==> config.mk <==
export PLATFORM = sky130hd
export DESIGN_NAME = encoder_angle_pid_drive_flat
export DESIGN_NICKNAME = d
export VERILOG_FILES = /design/src/rtl/core/eapd_pkg.sv /design/src/rtl/core/eapd_in_if.sv /design/src/rtl/core/eapd_out_if.sv /design/src/rtl/core/eapd_front.sv /design/src/rtl/core/eapd_queue.sv /design/src/rtl/core/eapd_back.sv /design/src/rtl/core/encoder_angle_pid_drive.sv /design/src/flat_wrapper.sv
export SDC_FILE = /design/constraint.sdc
export NUM_CORES = 2
export LEC_CHECK = 0
export BUFFER_PORTS_ARGS = -buffer_cell sky130_fd_sc_hd__buf_2
export CAP_MARGIN = 20
export CORE_MARGIN = 4
export CORE_UTILIZATION = 42
export CTS_BUF_LIST = sky130_fd_sc_hd__clkbuf_8
export DETAILED_ROUTE_END_ITERATION = 16
export GPL_TIMING_DRIVEN = 0
export PLACE_DENSITY = 0.58
export SLEW_MARGIN = 25
export SYNTH_ARGS = -nofsm -noshare
export SYNTH_HDL_FRONTEND = slang
export SYNTH_HIERARCHICAL = 1
export SYNTH_SLANG_ARGS = --single-unit
==> constraint.sdc <==
create_clock -name i_clk -period 14.1 [get_ports i_clk]
set_clock_uncertainty 0.15 [all_clocks]
set_input_delay 1.41 -clock i_clk [delete_from_list [all_inputs] [get_ports i_clk]]
set_output_delay 1.41 -clock i_clk [all_outputs]
set_load 0.02 [all_outputs]
==> src/rtl/core/eapd_pkg.sv <==
// Shared widths, constants and types of the encoder angle PID drive.
`default_nettype none

package eapd_pkg;

    // Field widths
    localparam int COUNT_W    = 16;
    localparam int ANGLE_W    = 15;
    localparam int ERR_W      = 16;
    localparam int DRIVE_W    = 20;
    localparam int TARGET_W   = 15;
    localparam int GAIN_W     = 10;
    localparam int CFG_IDX_W  = 2;
    localparam int CFG_DATA_W = 15;

    // Default accumulator width
    localparam int SUM_W_DEF = 24;

    // Depth of the queue between the front and back parts
    localparam int QUEUE_DEPTH = 2;

    // Divide by ten: floor(x * 52429 / 2^19) is exact for 0 <= x <= 32768
    localparam int            RECIP_W     = 17;
    localparam logic [16:0]   RECIP_10    = 17'd52429;
    localparam int            RECIP_SHIFT = 19;
    localparam int            QUO_W       = 12;
    localparam int            AMAG_W      = 14;

    // Fixed-point scaling of the drive law
    localparam int ROUND_BIAS  = 128;
    localparam int SCALE_SHIFT = 8;
    localparam int TRUNC_BIAS  = (1 << SCALE_SHIFT) - 1;

    localparam logic signed [TARGET_W-1:0] TARGET_RESET = 15'sd90;

    // Configuration register indexes
    typedef enum logic [CFG_IDX_W-1:0] {
        CFG_TARGET = 2'd0,
        CFG_PROP   = 2'd1,
        CFG_INTEG  = 2'd2,
        CFG_DERIV  = 2'd3
    } t_cfg_idx;

    // Classified sample handed from front to back
    typedef struct packed {
        logic signed [ANGLE_W-1:0] angle;
        logic signed [ERR_W-1:0]   angle_error;
    } t_front_beat;

    // Loop gains
    typedef struct packed {
        logic [GAIN_W-1:0] prop;
        logic [GAIN_W-1:0] integ;
        logic [GAIN_W-1:0] deriv;
    } t_gains;

endpackage

`default_nettype wire

==> src/rtl/core/eapd_in_if.sv <==
// Sample channel: valid, ready and the encoder count.
`default_nettype none

interface eapd_in_if;
    logic                                 valid;
    logic                                 ready;
    logic signed [eapd_pkg::COUNT_W-1:0]  encoder_count;

    modport source (output valid, output encoder_count, input ready);
    modport sink   (input valid, input encoder_count, output ready);
endinterface

`default_nettype wire

==> src/rtl/core/eapd_out_if.sv <==
// Result channel: valid, ready, drive, angle and angle error.
`default_nettype none

interface eapd_out_if;
    logic                                 valid;
    logic                                 ready;
    logic signed [eapd_pkg::DRIVE_W-1:0]  drive;
    logic signed [eapd_pkg::ANGLE_W-1:0]  angle;
    logic signed [eapd_pkg::ERR_W-1:0]    angle_error;

    modport source (output valid, output drive, output angle, output angle_error, input ready);
    modport sink   (input valid, input drive, input angle, input angle_error, output ready);
endinterface

`default_nettype wire

==> src/rtl/core/eapd_front.sv <==
// Front part: takes encoder counts and turns them into angle and error.
`default_nettype none

module eapd_front (
    input  wire logic                                   i_clk,
    input  wire logic                                   i_rst_n,
    eapd_in_if.sink                                     i_sample,
    input  wire logic signed [eapd_pkg::TARGET_W-1:0]   i_target,
    output logic                                        o_beat_valid,
    input  wire logic                                   i_beat_ready,
    output eapd_pkg::t_front_beat                       o_beat
);

    localparam int PROD_W = eapd_pkg::COUNT_W + eapd_pkg::RECIP_W;

    logic                              r_a_valid;
    logic                              r_a_neg;
    logic [eapd_pkg::QUO_W-1:0]        r_a_quo;
    logic                              r_b_valid;
    eapd_pkg::t_front_beat             r_b_beat;

    logic                              a_ready;
    logic                              b_ready;
    logic [eapd_pkg::COUNT_W-1:0]      count_mag;
    logic [PROD_W-1:0]                 quo_prod;
    logic [eapd_pkg::AMAG_W-1:0]       angle_mag;
    logic signed [eapd_pkg::ANGLE_W-1:0] angle;

    // Elastic handshake along the two stages
    assign b_ready        = !r_b_valid || i_beat_ready;
    assign a_ready        = !r_a_valid || b_ready;
    assign i_sample.ready = a_ready;

    // Stage A: magnitude divided by ten through the reciprocal
    assign count_mag = i_sample.encoder_count[eapd_pkg::COUNT_W-1]
                     ? eapd_pkg::COUNT_W'(-i_sample.encoder_count)
                     : eapd_pkg::COUNT_W'(i_sample.encoder_count);
    assign quo_prod  = PROD_W'(count_mag) * PROD_W'(eapd_pkg::RECIP_10);

    always_ff @(posedge i_clk) begin
        if (!i_rst_n) begin
            r_a_valid <= 1'b0;
        end else if (a_ready) begin
            r_a_valid <= i_sample.valid;
        end
    end

    always_ff @(posedge i_clk) begin
        if (a_ready && i_sample.valid) begin
            r_a_neg <= i_sample.encoder_count[eapd_pkg::COUNT_W-1];
            r_a_quo <= quo_prod[eapd_pkg::RECIP_SHIFT +: eapd_pkg::QUO_W];
        end
    end

    // Stage B: times three, restore sign, subtract from the target
    assign angle_mag = eapd_pkg::AMAG_W'({r_a_quo, 1'b0}) + eapd_pkg::AMAG_W'(r_a_quo);
    assign angle     = r_a_neg ? -$signed({1'b0, angle_mag}) : $signed({1'b0, angle_mag});

    always_ff @(posedge i_clk) begin
        if (!i_rst_n) begin
            r_b_valid <= 1'b0;
        end else if (b_ready) begin
            r_b_valid <= r_a_valid;
        end
    end

    always_ff @(posedge i_clk) begin
        if (b_ready && r_a_valid) begin
            r_b_beat.angle       <= angle;
            r_b_beat.angle_error <= eapd_pkg::ERR_W'(i_target) - eapd_pkg::ERR_W'(angle);
        end
    end

    assign o_beat_valid = r_b_valid;
    assign o_beat       = r_b_beat;

endmodule

`default_nettype wire

==> src/rtl/core/eapd_queue.sv <==
// Short queue that decouples the front and back parts.
`default_nettype none

module eapd_queue (
    input  wire logic                     i_clk,
    input  wire logic                     i_rst_n,
    input  wire logic                     i_push_valid,
    output logic                          o_push_ready,
    input  wire eapd_pkg::t_front_beat    i_push_beat,
    output logic                          o_pop_valid,
    input  wire logic                     i_pop_ready,
    output eapd_pkg::t_front_beat         o_pop_beat
);

    localparam int DEPTH = eapd_pkg::QUEUE_DEPTH;
    localparam int IDX_W = (DEPTH > 1) ? $clog2(DEPTH) : 1;
    localparam int CNT_W = $clog2(DEPTH + 1);

    eapd_pkg::t_front_beat   r_mem [DEPTH];
    logic [IDX_W-1:0]        r_wr_ptr;
    logic [IDX_W-1:0]        r_rd_ptr;
    logic [CNT_W-1:0]        r_count;

    logic push;
    logic pop;

    assign o_push_ready = (r_count != CNT_W'(DEPTH));
    assign o_pop_valid  = (r_count != '0);
    assign o_pop_beat   = r_mem[r_rd_ptr];
    assign push         = i_push_valid && o_push_ready;
    assign pop          = o_pop_valid && i_pop_ready;

    // Store the incoming beat
    always_ff @(posedge i_clk) begin
        if (push) begin
            r_mem[r_wr_ptr] <= i_push_beat;
        end
    end

    // Advance pointers and fill count
    always_ff @(posedge i_clk) begin
        if (!i_rst_n) begin
            r_wr_ptr <= '0;
            r_rd_ptr <= '0;
            r_count  <= '0;
        end else begin
            if (push) begin
                r_wr_ptr <= (r_wr_ptr == IDX_W'(DEPTH - 1)) ? '0 : r_wr_ptr + 1'b1;
            end
            if (pop) begin
                r_rd_ptr <= (r_rd_ptr == IDX_W'(DEPTH - 1)) ? '0 : r_rd_ptr + 1'b1;
            end
            if (push && !pop) begin
                r_count <= r_count + 1'b1;
            end else if (pop && !push) begin
                r_count <= r_count - 1'b1;
            end
        end
    end

endmodule

`default_nettype wire

==> src/rtl/core/eapd_back.sv <==
// Back part: accumulator, error difference and the PID drive pipeline.
`default_nettype none

module eapd_back #(
    parameter int SUM_WIDTH = eapd_pkg::SUM_W_DEF
) (
    input  wire logic                     i_clk,
    input  wire logic                     i_rst_n,
    input  wire logic                     i_beat_valid,
    output logic                          o_beat_ready,
    input  wire eapd_pkg::t_front_beat    i_beat,
    input  wire eapd_pkg::t_gains         i_gains,
    eapd_out_if.source                    o_result
);

    localparam int SW   = SUM_WIDTH;
    localparam int EW   = eapd_pkg::ERR_W;
    localparam int DW   = EW + 1;                    // error difference
    localparam int GW   = eapd_pkg::GAIN_W + 1;      // gain as signed operand
    localparam int PEW  = GW + EW + 1;
    localparam int PDW  = GW + DW + 1;
    localparam int PIW  = GW + SW + 1;
    localparam int XW   = PIW + 1;
    localparam int QIW  = XW - eapd_pkg::SCALE_SHIFT;
    localparam int PPW  = PDW + 1;
    localparam int TW   = (SW + 6 > 31) ? SW + 6 : 31;
    localparam int RW   = TW - eapd_pkg::SCALE_SHIFT;
    localparam int VW   = RW + 1;
    localparam int OW   = eapd_pkg::DRIVE_W;

    // Accumulator and previous error
    logic signed [SW-1:0]    r_sum;
    logic signed [EW-1:0]    r_prev;

    // Pipeline valid bits and payload
    logic                    r1_valid, r2_valid, r3_valid, r4_valid, r5_valid, r_out_valid;
    eapd_pkg::t_front_beat   r1_beat, r2_beat, r3_beat, r4_beat, r5_beat;
    logic signed [DW-1:0]    r1_d;
    logic signed [SW-1:0]    r1_s;
    logic                    r2_neg, r3_neg, r4_neg, r5_neg;
    logic signed [EW:0]      r2_ae;
    logic signed [DW:0]      r2_ad;
    logic signed [SW:0]      r2_as;
    logic signed [PEW-1:0]   r3_pe;
    logic signed [PDW-1:0]   r3_pd;
    logic signed [PIW-1:0]   r3_pi;
    logic signed [QIW-1:0]   r4_qi;
    logic signed [PPW-1:0]   r4_pp;
    logic signed [RW-1:0]    r5_r;
    logic signed [OW-1:0]    r_out_drive;
    eapd_pkg::t_front_beat   r_out_beat;

    logic                    adv;
    logic                    take;
    logic signed [SW:0]      sum_ext;
    logic signed [SW-1:0]    sum_sat;
    logic signed [DW-1:0]    diff;
    logic                    neg;
    logic signed [EW:0]      e_ext;
    logic signed [DW:0]      d_ext;
    logic signed [SW:0]      s_ext;
    logic signed [GW-1:0]    kp, ki, kd;
    logic signed [XW-1:0]    x_int;
    logic signed [XW-1:0]    x_adj;
    logic signed [TW-1:0]    tot;
    logic signed [TW-1:0]    tot_adj;
    logic signed [VW-1:0]    v_drive;
    logic [VW-OW:0]          v_hi;
    logic signed [OW-1:0]    drive_sat;

    // Whole back pipeline moves when the output register is free or taken
    assign adv          = !r_out_valid || o_result.ready;
    assign o_beat_ready = adv;
    assign take         = adv && i_beat_valid;

    // Stage 1: saturating accumulate and error difference
    assign sum_ext = (SW + 1)'(r_sum) + (SW + 1)'(i_beat.angle_error);
    always_comb begin
        if (sum_ext[SW] != sum_ext[SW-1]) begin
            sum_sat = sum_ext[SW] ? {1'b1, {(SW - 1){1'b0}}} : {1'b0, {(SW - 1){1'b1}}};
        end else begin
            sum_sat = sum_ext[SW-1:0];
        end
    end
    assign diff = DW'(i_beat.angle_error) - DW'(r_prev);

    always_ff @(posedge i_clk) begin
        if (!i_rst_n) begin
            r_sum  <= '0;
            r_prev <= '0;
        end else if (take) begin
            r_sum  <= sum_sat;
            r_prev <= i_beat.angle_error;
        end
    end

    always_ff @(posedge i_clk) begin
        if (take) begin
            r1_beat <= i_beat;
            r1_d    <= diff;
            r1_s    <= sum_sat;
        end
    end

    // Stage 2: fold sign, magnitudes for non-positive error
    assign neg   = r1_beat.angle_error[EW-1] || (r1_beat.angle_error == '0);
    assign e_ext = (EW + 1)'(r1_beat.angle_error);
    assign d_ext = (DW + 1)'(r1_d);
    assign s_ext = (SW + 1)'(r1_s);

    always_ff @(posedge i_clk) begin
        if (adv) begin
            r2_beat <= r1_beat;
            r2_neg  <= neg;
            r2_ae   <= neg ? -e_ext : e_ext;
            r2_ad   <= (neg && r1_d[DW-1]) ? -d_ext : d_ext;
            r2_as   <= (neg && r1_s[SW-1]) ? -s_ext : s_ext;
        end
    end

    // Stage 3: the three gain products
    assign kp = $signed({1'b0, i_gains.prop});
    assign ki = $signed({1'b0, i_gains.integ});
    assign kd = $signed({1'b0, i_gains.deriv});

    always_ff @(posedge i_clk) begin
        if (adv) begin
            r3_beat <= r2_beat;
            r3_neg  <= r2_neg;
            r3_pe   <= PEW'(kp) * PEW'(r2_ae);
            r3_pd   <= PDW'(kd) * PDW'(r2_ad);
            r3_pi   <= PIW'(ki) * PIW'(r2_as);
        end
    end

    // Stage 4: round and truncate integral toward zero; add P and D terms
    assign x_int = XW'(r3_pi) + XW'(eapd_pkg::ROUND_BIAS);
    assign x_adj = x_int[XW-1] ? x_int + XW'(eapd_pkg::TRUNC_BIAS) : x_int;

    always_ff @(posedge i_clk) begin
        if (adv) begin
            r4_beat <= r3_beat;
            r4_neg  <= r3_neg;
            r4_qi   <= x_adj[XW-1:eapd_pkg::SCALE_SHIFT];
            r4_pp   <= PPW'(r3_pe) + PPW'(r3_pd);
        end
    end

    // Stage 5: total with rounding, scaled and truncated toward zero
    assign tot     = TW'(r4_pp) + TW'(r4_qi) + TW'(eapd_pkg::ROUND_BIAS);
    assign tot_adj = tot[TW-1] ? tot + TW'(eapd_pkg::TRUNC_BIAS) : tot;

    always_ff @(posedge i_clk) begin
        if (adv) begin
            r5_beat <= r4_beat;
            r5_neg  <= r4_neg;
            r5_r    <= tot_adj[TW-1:eapd_pkg::SCALE_SHIFT];
        end
    end

    // Output stage: restore sign and clamp to the drive range
    assign v_drive = r5_neg ? -VW'(r5_r) : VW'(r5_r);
    assign v_hi    = v_drive[VW-1:OW-1];
    always_comb begin
        if (&v_hi || ~|v_hi) begin
            drive_sat = v_drive[OW-1:0];
        end else if (v_drive[VW-1]) begin
            drive_sat = {1'b1, {(OW - 1){1'b0}}};
        end else begin
            drive_sat = {1'b0, {(OW - 1){1'b1}}};
        end
    end

    always_ff @(posedge i_clk) begin
        if (adv) begin
            r_out_beat  <= r5_beat;
            r_out_drive <= drive_sat;
        end
    end

    // Advance valid bits
    always_ff @(posedge i_clk) begin
        if (!i_rst_n) begin
            r1_valid    <= 1'b0;
            r2_valid    <= 1'b0;
            r3_valid    <= 1'b0;
            r4_valid    <= 1'b0;
            r5_valid    <= 1'b0;
            r_out_valid <= 1'b0;
        end else if (adv) begin
            r1_valid    <= i_beat_valid;
            r2_valid    <= r1_valid;
            r3_valid    <= r2_valid;
            r4_valid    <= r3_valid;
            r5_valid    <= r4_valid;
            r_out_valid <= r5_valid;
        end
    end

    assign o_result.valid       = r_out_valid;
    assign o_result.drive       = r_out_drive;
    assign o_result.angle       = r_out_beat.angle;
    assign o_result.angle_error = r_out_beat.angle_error;

endmodule

`default_nettype wire

==> src/rtl/core/encoder_angle_pid_drive.sv <==
// Encoder angle PID drive: top level with configuration registers.
//
// Usage: encoder counts enter on the i_sample channel (valid/ready); each
// accepted beat gives exactly one beat on o_result carrying the drive, the
// derived angle and the angle error, in input order. Target angle and the
// three gains are written through i_cfg_we / i_cfg_idx / i_cfg_data while
// the block is idle; index 0 target, 1 proportional, 2 integral, 3
// derivative gain.
// Throughput: one sample per cycle sustained while o_result.ready stays
// high. A sample passes two front stages, one queue slot, five back
// stages and the output register; the first front stage loads at the
// accepting edge. The accumulator and previous-error update in the
// first back stage sets the rate.
// Reset: synchronous, active low; clears the accumulator and previous error
// to zero, the target to 90 and all gains to zero, and empties the pipeline.
// Receiver stall: the back pipeline and output register hold; the front and
// the two-entry queue keep taking samples until the queue and both front
// stages are full, then i_sample.ready drops.
`default_nettype none

module encoder_angle_pid_drive #(
    parameter int SUM_WIDTH = eapd_pkg::SUM_W_DEF
) (
    input  wire logic                                  i_clk,
    input  wire logic                                  i_rst_n,
    eapd_in_if.sink                                    i_sample,
    eapd_out_if.source                                 o_result,
    input  wire logic                                  i_cfg_we,
    input  wire logic [eapd_pkg::CFG_IDX_W-1:0]        i_cfg_idx,
    input  wire logic [eapd_pkg::CFG_DATA_W-1:0]       i_cfg_data
);

    logic signed [eapd_pkg::TARGET_W-1:0]  r_target;
    eapd_pkg::t_gains                      r_gains;

    logic                                  front_valid;
    logic                                  front_ready;
    eapd_pkg::t_front_beat                 front_beat;
    logic                                  back_valid;
    logic                                  back_ready;
    eapd_pkg::t_front_beat                 back_beat;

    // Configuration register writes
    always_ff @(posedge i_clk) begin
        if (!i_rst_n) begin
            r_target      <= eapd_pkg::TARGET_RESET;
            r_gains.prop  <= '0;
            r_gains.integ <= '0;
            r_gains.deriv <= '0;
        end else if (i_cfg_we) begin
            unique case (eapd_pkg::t_cfg_idx'(i_cfg_idx))
                eapd_pkg::CFG_TARGET: r_target      <= $signed(i_cfg_data[eapd_pkg::TARGET_W-1:0]);
                eapd_pkg::CFG_PROP:   r_gains.prop  <= i_cfg_data[eapd_pkg::GAIN_W-1:0];
                eapd_pkg::CFG_INTEG:  r_gains.integ <= i_cfg_data[eapd_pkg::GAIN_W-1:0];
                eapd_pkg::CFG_DERIV:  r_gains.deriv <= i_cfg_data[eapd_pkg::GAIN_W-1:0];
                default: begin
                end
            endcase
        end
    end

    eapd_front u_front (
        .i_clk        (i_clk),
        .i_rst_n      (i_rst_n),
        .i_sample     (i_sample),
        .i_target     (r_target),
        .o_beat_valid (front_valid),
        .i_beat_ready (front_ready),
        .o_beat       (front_beat)
    );

    eapd_queue u_queue (
        .i_clk        (i_clk),
        .i_rst_n      (i_rst_n),
        .i_push_valid (front_valid),
        .o_push_ready (front_ready),
        .i_push_beat  (front_beat),
        .o_pop_valid  (back_valid),
        .i_pop_ready  (back_ready),
        .o_pop_beat   (back_beat)
    );

    eapd_back #(
        .SUM_WIDTH (SUM_WIDTH)
    ) u_back (
        .i_clk        (i_clk),
        .i_rst_n      (i_rst_n),
        .i_beat_valid (back_valid),
        .o_beat_ready (back_ready),
        .i_beat       (back_beat),
        .i_gains      (r_gains),
        .o_result     (o_result)
    );

endmodule

`default_nettype wire

==> src/flat_wrapper.sv <==
// flat-port wrapper written by rule: the top's interface ports become plain ports
module encoder_angle_pid_drive_flat 
#(
    parameter int SUM_WIDTH = eapd_pkg::SUM_W_DEF
)
  (i_clk, i_rst_n, i_cfg_we, i_cfg_idx, i_cfg_data, i_sample_valid, i_sample_encoder_count, i_sample_ready, o_result_valid, o_result_drive, o_result_angle, o_result_angle_error, o_result_ready);
  eapd_in_if i_sample_i ();
  eapd_out_if o_result_i ();
  input  wire logic i_clk;
  input  wire logic i_rst_n;
  input  wire logic i_cfg_we;
  input  wire logic [eapd_pkg::CFG_IDX_W-1:0] i_cfg_idx;
  input  wire logic [eapd_pkg::CFG_DATA_W-1:0] i_cfg_data;
  input wire logic [$bits(i_sample_i.valid)-1:0] i_sample_valid;
  input wire logic [$bits(i_sample_i.encoder_count)-1:0] i_sample_encoder_count;
  output wire logic [$bits(i_sample_i.ready)-1:0] i_sample_ready;
  output wire logic [$bits(o_result_i.valid)-1:0] o_result_valid;
  output wire logic [$bits(o_result_i.drive)-1:0] o_result_drive;
  output wire logic [$bits(o_result_i.angle)-1:0] o_result_angle;
  output wire logic [$bits(o_result_i.angle_error)-1:0] o_result_angle_error;
  input wire logic [$bits(o_result_i.ready)-1:0] o_result_ready;
  assign i_sample_i.valid = i_sample_valid;
  assign i_sample_i.encoder_count = i_sample_encoder_count;
  assign i_sample_ready = i_sample_i.ready;
  assign o_result_valid = o_result_i.valid;
  assign o_result_drive = o_result_i.drive;
  assign o_result_angle = o_result_i.angle;
  assign o_result_angle_error = o_result_i.angle_error;
  assign o_result_i.ready = o_result_ready;
  encoder_angle_pid_drive #(.SUM_WIDTH(SUM_WIDTH)) u_core (.i_clk(i_clk), .i_rst_n(i_rst_n), .i_sample(i_sample_i), .o_result(o_result_i), .i_cfg_we(i_cfg_we), .i_cfg_idx(i_cfg_idx), .i_cfg_data(i_cfg_data));
endmodule
* Word-level counts from Yosys, hierarchy flattened
Memory sizes are Yosys's and may differ from the RTL's. A register that Yosys moved wholly into a read port is not among the register bits.
Index checks and enable logic that the tools add are counted.
** Storage, ports and cells
- Flip-flop bits (word level) :: 627
- RAM bits :: 62
- Input port bits :: 38
- Memories :: 1
** Memories
- u_core.u_queue.r_mem :: words 2, bits a word 31, rd ports 1, clocked after memory_dff 1, wr ports 1, RTL line eapd_queue.sv:19 : eapd_pkg::t_front_beat r_mem [DEPTH];
** Cells by class
- $add $sub $neg :: 20
- Multiply operators :: 4
- Equality and inequality tests :: 5
- Multiplexer cells :: 20
- Reductions and logical operators :: 29
** Operators by type and width (number)
- $mux W24 :: 3
- $add A31 B9 Y31 const B :: 2
- $mux W20 :: 2
- $add A36 B9 Y37 const B :: 1
- $add A37 B9 Y37 const B :: 1
- $mul A11 B25 Y36 :: 1
- $mux W36 :: 1
- $add A30 B29 Y31 :: 1
- $mul A16 B16 Y31 const B :: 1
- $add A28 B29 Y30 :: 1
- $mux W30 :: 1
- $mul A11 B18 Y29 :: 1
- $mul A11 B17 Y28 :: 1
- $add A24 B16 Y25 :: 1
- $mux W25 :: 1
- $neg A24 Y25 :: 1
- $neg A23 Y24 :: 1
- $mux W18 :: 1
- $neg A17 Y18 :: 1
- $mux W17 :: 1
- $neg A16 Y17 :: 1
- $sub A16 B16 Y17 :: 1
- $logic_not A16 Y1 :: 1
- $mux W16 :: 1
- 22 further kinds :: 50

* Depth between registers and ports, before layout
- Word-level depth :: 6
- Mapped depth :: 28
- Mapped depth without buffers :: 28

* Hierarchy
Netlist, hierarchy kept.
** Modules (own cells, without submodules)
- eapd_back :: instances 1, cells each 4568, area each 47137.7 um^2, sequential area each 15484.9 um^2
- eapd_front :: instances 1, cells each 731, area each 7432.1 um^2, sequential area each 1361.3 um^2
- eapd_queue :: instances 1, cells each 120, area each 2468.6 um^2, sequential area each 1961.9 um^2
- encoder_angle_pid_drive :: instances 1, cells each 169, area each 1709.1 um^2, sequential area each 900.9 um^2

* Worst setup path before layout
No wires, ideal clock.
- Kind :: input-to-reg
- Start point :: in o_result_ready
- End point :: reg u_core.u_back.r1_beat (netlist bit u_core/u_back/e_ext[0]) (enable)
- Library setup time :: 0.464 ns
- Data arrival time :: 13.998 ns
- Data required time :: 13.486 ns
- Path slack :: -0.512 ns
- Cell stages on the path :: 6
- Path buffers :: 2
- Cells stage by stage :: nor2b_1 > clkbuf_1 > inv_1 > nand2_1 > inv_1 > clkbuf_1
** Between the ends
- Cells in the longest elaborated chain, start to end :: 2
** RTL lines
- start, declared :: RTL line flat_wrapper.sv:21 : input wire logic [$bits(o_result_i.ready)-1:0] o_result_ready;
- $logic_or A1 B1 Y1 :: RTL line eapd_back.sv:72 : assign adv = !r_out_valid || o_result.ready;
- net u_core.back_ready :: RTL line encoder_angle_pid_drive.sv:40 : logic back_ready;
- $logic_and A1 B1 Y1 :: RTL line eapd_back.sv:74 : assign take = adv && i_beat_valid;
- net u_core.u_back.take :: RTL line eapd_back.sv:54 : logic take;
- end signal, assigned :: RTL line eapd_back.sv:99 : r1_beat <= i_beat;
- end, declared :: RTL line eapd_back.sv:37 : eapd_pkg::t_front_beat r1_beat, r2_beat, r3_beat, r4_beat, r5_beat;
The timed path passes the listed nets, and every way through them passes these cells.
A chain may end at the register's enable or synchronous reset.

* Worst setup path after layout
- Start point :: in i_sample_encoder_count[0]
- End point :: reg u_core/u_front/r_a_quo[11] (netlist bit), data pin
** Between the ends
- Cells in the longest elaborated chain, start to end :: 3
** RTL lines
- start, declared :: RTL line flat_wrapper.sv:15 : input wire logic [$bits(i_sample_i.encoder_count)-1:0] i_sample_encoder_count;
- $neg A16 Y16 :: RTL line eapd_front.sv:36 : ? eapd_pkg::COUNT_W'(-i_sample.encoder_count)
- $mux W16 (*) :: RTL line eapd_front.sv:36
- $mul A16 B16 Y31 (*) :: RTL line eapd_front.sv:38 : assign quo_prod = PROD_W'(count_mag) * PROD_W'(eapd_pkg::RECIP_10);
- net u_core.u_front.quo_prod[30] :: RTL line eapd_front.sv:25 : logic [PROD_W-1:0] quo_prod;
- end signal, assigned :: RTL line eapd_front.sv:51 : r_a_quo <= quo_prod[eapd_pkg::RECIP_SHIFT +: eapd_pkg::QUO_W];
- end, declared :: RTL line eapd_front.sv:18 : logic [eapd_pkg::QUO_W-1:0] r_a_quo;
Mark *: on every way through the listed nets, which the timed path passes. The rest lies on a longest branch.

==> flow_metrics.env <==
export IMPL_status="finished, final reports clean"
export IMPL_first_pass_iters=7
export IMPL_core_um2=138000
export IMPL_hold_buffers=0
export IMPL_remaining_drc_errors=0
export IMPL_clock_latency_ns=0.86
export IMPL_ir_drop_mv=0.270
export IMPL_placementRows=136
export IMPL_setup_tns_ns=0
export IMPL_setup_violations=0
export IMPL_hp_class="flip-flop to flip-flop"
export IMPL_dpl_hpwl_um=106000
export IMPL_rsz0062_at_grt="false"
export IMPL_cts_root_buf="clkbuf_8"
export IMPL_cts_setup_buffers=0
export IMPL_fmax_mhz=122
export IMPL_syn_area_um2=58700
export IMPL_p_sw_share_pct=43.5
export IMPL_dp_slack_ns=5.09
export IMPL_cp_required_ns=14.48
export IMPL_drt_wirelength_per_cell_um=17.0
export IMPL_nets=6958
export IMPL_cts_clk_slew_worst_paths_ns=0.06
export IMPL_ys_types=99
export IMPL_relSlewSlack_pct=32.5
export IMPL_start_util_pct=42.5
export IMPL_synth_edf_count=591
export IMPL_fp_dieH_um=382
export IMPL_vias=39080
export IMPL_critPathLaunch="i_sample_encoder_count[0]"
export IMPL_yosys_warnings=6
export IMPL_syn_avg_cell_area_um2=10.5
export IMPL_min_period_over_period_pct=58.1
export IMPL_power_mw=12.6
export IMPL_areaGrowthSynthToFinish_pct=9.77
export IMPL_cts_sinks=689
export IMPL_ys_seq_area_share_pct=33.5
export IMPL_grt_pass1_wl_um=217000
export IMPL_synth_cells=5588
export IMPL_fin_cells=7785
export IMPL_die_w_um=382
export IMPL_p_leak_nw=29.5
export IMPL_synth_top_area_cell="edfxtp_1"
export IMPL_synth_area_leaders="edfxtp_1 30%, fa_1 21%, ha_1 11%"
export IMPL_cpMostUsedCell="inv_1"
export IMPL_critPathKind="input pin to flip-flop"
export IMPL_synth_ff_type="edfxtp_1"
export IMPL_cpMaxStageDelayCell="fa_1"
export IMPL_cts_max_level=3
export IMPL_slowest_delay_ns=0.55
export IMPL_maxSlewViolCount=0
export IMPL_post_cts_resized=0
export IMPL_r2r_cells=22
export IMPL_hold_viol=0
export IMPL_drive_gt1_share_pct=6.48
export IMPL_syn_nets=6731
export IMPL_power_frac_comb_pct=54.5
export IMPL_p_int_mw=7.12
export IMPL_p_seq_share_pct=30.8
export IMPL_worstMarginPinSlew_ns=1.01
export IMPL_power_density_nw_per_um2=196
export IMPL_die_area_um2=146000
export IMPL_via_per_inst=5.02
export IMPL_num_fill_cells=13153
export IMPL_r2r_end="u_core/u_back/r3_pe[26]"
export IMPL_grt_pass1_vias=40327
export IMPL_setup_worst_path_end="u_core/u_front/r_a_quo[11]"
export IMPL_rrSetupSlack_ns=6.31
export IMPL_synthArstFlopShare_pct=0
export IMPL_synth_top_area_share_pct=30.2
export IMPL_dp_cells=7560
export IMPL_gp_congestion=0.880
export IMPL_ioPinCount=91
export IMPL_grt_max_degree=36
export IMPL_worst_slack_ns=5.91
export IMPL_end_kind="flip-flop"
export IMPL_startpoint_type="input pin"
export IMPL_port_buffer_count=90
export IMPL_drtIter0Drc=2361
export IMPL_p_switching_mw=5.49
export IMPL_clkPwrFrac_pct=14.8
export IMPL_routed_wl_um=133000
export IMPL_worst_ep_arrival_time_ns=8.57
export IMPL_drtAntennaViolNets=0
export IMPL_cts_max_path_buffers=3
export IMPL_track_usage_pct=18.5
export IMPL_period_needed_ns=8.19
export IMPL_antenna_found_initial=9
export IMPL_overflow=0
export IMPL_holdWs_ns=0.231
export IMPL_synth_seq_cells=689
export IMPL_tritoncts="yes"
export IMPL_drv_cap=0
export IMPL_cts_made_buffers=116
export IMPL_critPathMaxFanout=8
export IMPL_r2r_start="u_core/r_gains[24]"
==> per-stage QoR <==
step           area (um^2)  utilization, %
4_1_cts              64500            46.6
2_1_floorplan        58800               -
3_3_place_gp         61500            44.5
3_5_place_dp         62000            44.8
5_1_grt              64500            46.7
6_report             64500            46.7
==> critical path: cells and delay by family <==
family	cells	cell delay [ns]
buffers and inverters	7	0.65
AOI/OAI and AO/OA	9	2.02
xor gates and xnor gates	2	0.57
adders and majority gates	8	3.14
and+or+nand+nor	3	0.77
==> cells in the final DEF (no fill, tap or decap), drive strengths merged, types with 17 or more instances in the layout <==
cell / synthesis / final
nand4: 19 / 19
xnor2: 270 / 270
mux2i: 46 / 46
o21bai: 24 / 24
o31ai: 36 / 36
o21a: 28 / 28
ha: 494 / 494
nor2b: 42 / 42
fa: 611 / 611
clkinv: 0 / 53
a21oi: 189 / 189
o211ai: 24 / 24
and3: 28 / 28
o21ai: 193 / 193
mux2: 33 / 33
and2: 320 / 320
a31oi: 20 / 20
nand3: 75 / 75
buf: 22 / 131
nor3: 66 / 66
clkbuf: 152 / 271
inv: 943 / 973
a21o: 76 / 76
a21boi: 40 / 40
edfxtp: 591 / 591
dfxtp: 98 / 98
a211oi: 17 / 17
nor2: 170 / 170
nand2b: 34 / 34
nand2: 590 / 590
xor2: 120 / 120
or3: 23 / 23
==> layer usage <==
layer	wire, um	track usage (%)
met1	59700	24.9
met2	63400	31.3
met3	6400	2.75
met4	3160	4.83
met5	13	0
==> cell type report <==
class	count	area [um^2]	area share, %
timing repair buffer	109	861	1.33
clock inverter	99	857	1.33
multi-input combinational	3782	34800	54.0
tap	1863	2330	3.61
antenna	7	17.5	0.0272
inverter	943	3540	5.49
buffer	174	696	1.08
sequential	689	19700	30.6
clock buffer	119	1640	2.54
==> cells in the mapped netlist, types with 65 or more instances <==
cell type,n
and2_1,318
clkbuf_1,152
nand3_1,74
ha_1,494
inv_1,943
nor3_1,65
dfxtp_1,98
xnor2_1,270
o21ai_0,164
nor2_1,170
xor2_1,119
a21oi_1,187
a21o_1,76
fa_1,611
edfxtp_1,591
nand2_1,588
==> how the worst min path moves through the flow <==
stage | start | to | cells past startpoint
after detailed placement | u_core/u_back/r5_beat[24] | u_core/u_back/o_result.angle[8] | 0
after global placement | u_core/u_back/r5_beat[6] | u_core/u_back/o_result.angle_error[6] | 0
after CTS | u_core/u_back/r4_beat[8] | u_core/u_back/r5_beat[8] | 0
final | u_core/u_back/r4_beat[8] | u_core/u_back/r5_beat[8] | 0
after floorplan | u_core/u_back/r5_beat[16] | u_core/u_back/o_result.angle[0] | 0
after global routing | u_core/u_back/r4_beat[8] | u_core/u_back/r5_beat[8] | 0
==> cell families (layout without fill, tap and decap cells) <==
kind of cell    count (synthesis)  count (layout)  share of synthesized area, %
flops                         689             689                          33.5
mux                            79              79                          1.42
other cells                     1               8                       0.00638
buf+inv                      1117            1444                          7.20
compound gates                748             748                          8.24
fa+ha+maj                    1118            1118                          31.6
simple gates                 1446            1446                          12.2
xor+xnor                      390             390                          5.83
==> sequential cells by signal (all words and copies together), names as in the netlist, 20 cells and up, named ones only <==
register,cells
u_core/u_back/r_sum,24
u_core/u_back/r2_beat,31
u_core/u_back/r3_pe,28
u_core/u_back/r2_as,25
u_core/u_back/r4_pp,30
u_core/u_back/r3_beat,31
u_core/u_back/r5_beat,31
u_core/u_back/r4_beat,31
u_core/u_back/r1_s,24
u_core/u_back/o_result.drive,20
u_core/u_back/r3_pi,36
u_core/u_back/r3_pd,29
u_core/u_back/r5_r,23
u_core/u_queue/r_mem,62
u_core/u_back/r4_qi,29
u_core/u_front/o_beat,31
u_core/r_gains,30
==> power by group through the flow <==
stage / registers [mW] / logic [mW] / clock network, mW
final: 3.88 / 6.87 / 1.86
after global routing: 3.97 / 7.80 / 2.03
after CTS: 3.89 / 6.94 / 1.94
after detailed placement: 3.93 / 6.89 / 0
after global placement: 3.93 / 6.79 / 0
after floorplan: 3.83 / 5.01 / 0
Power figures use the tool's default switching activity.
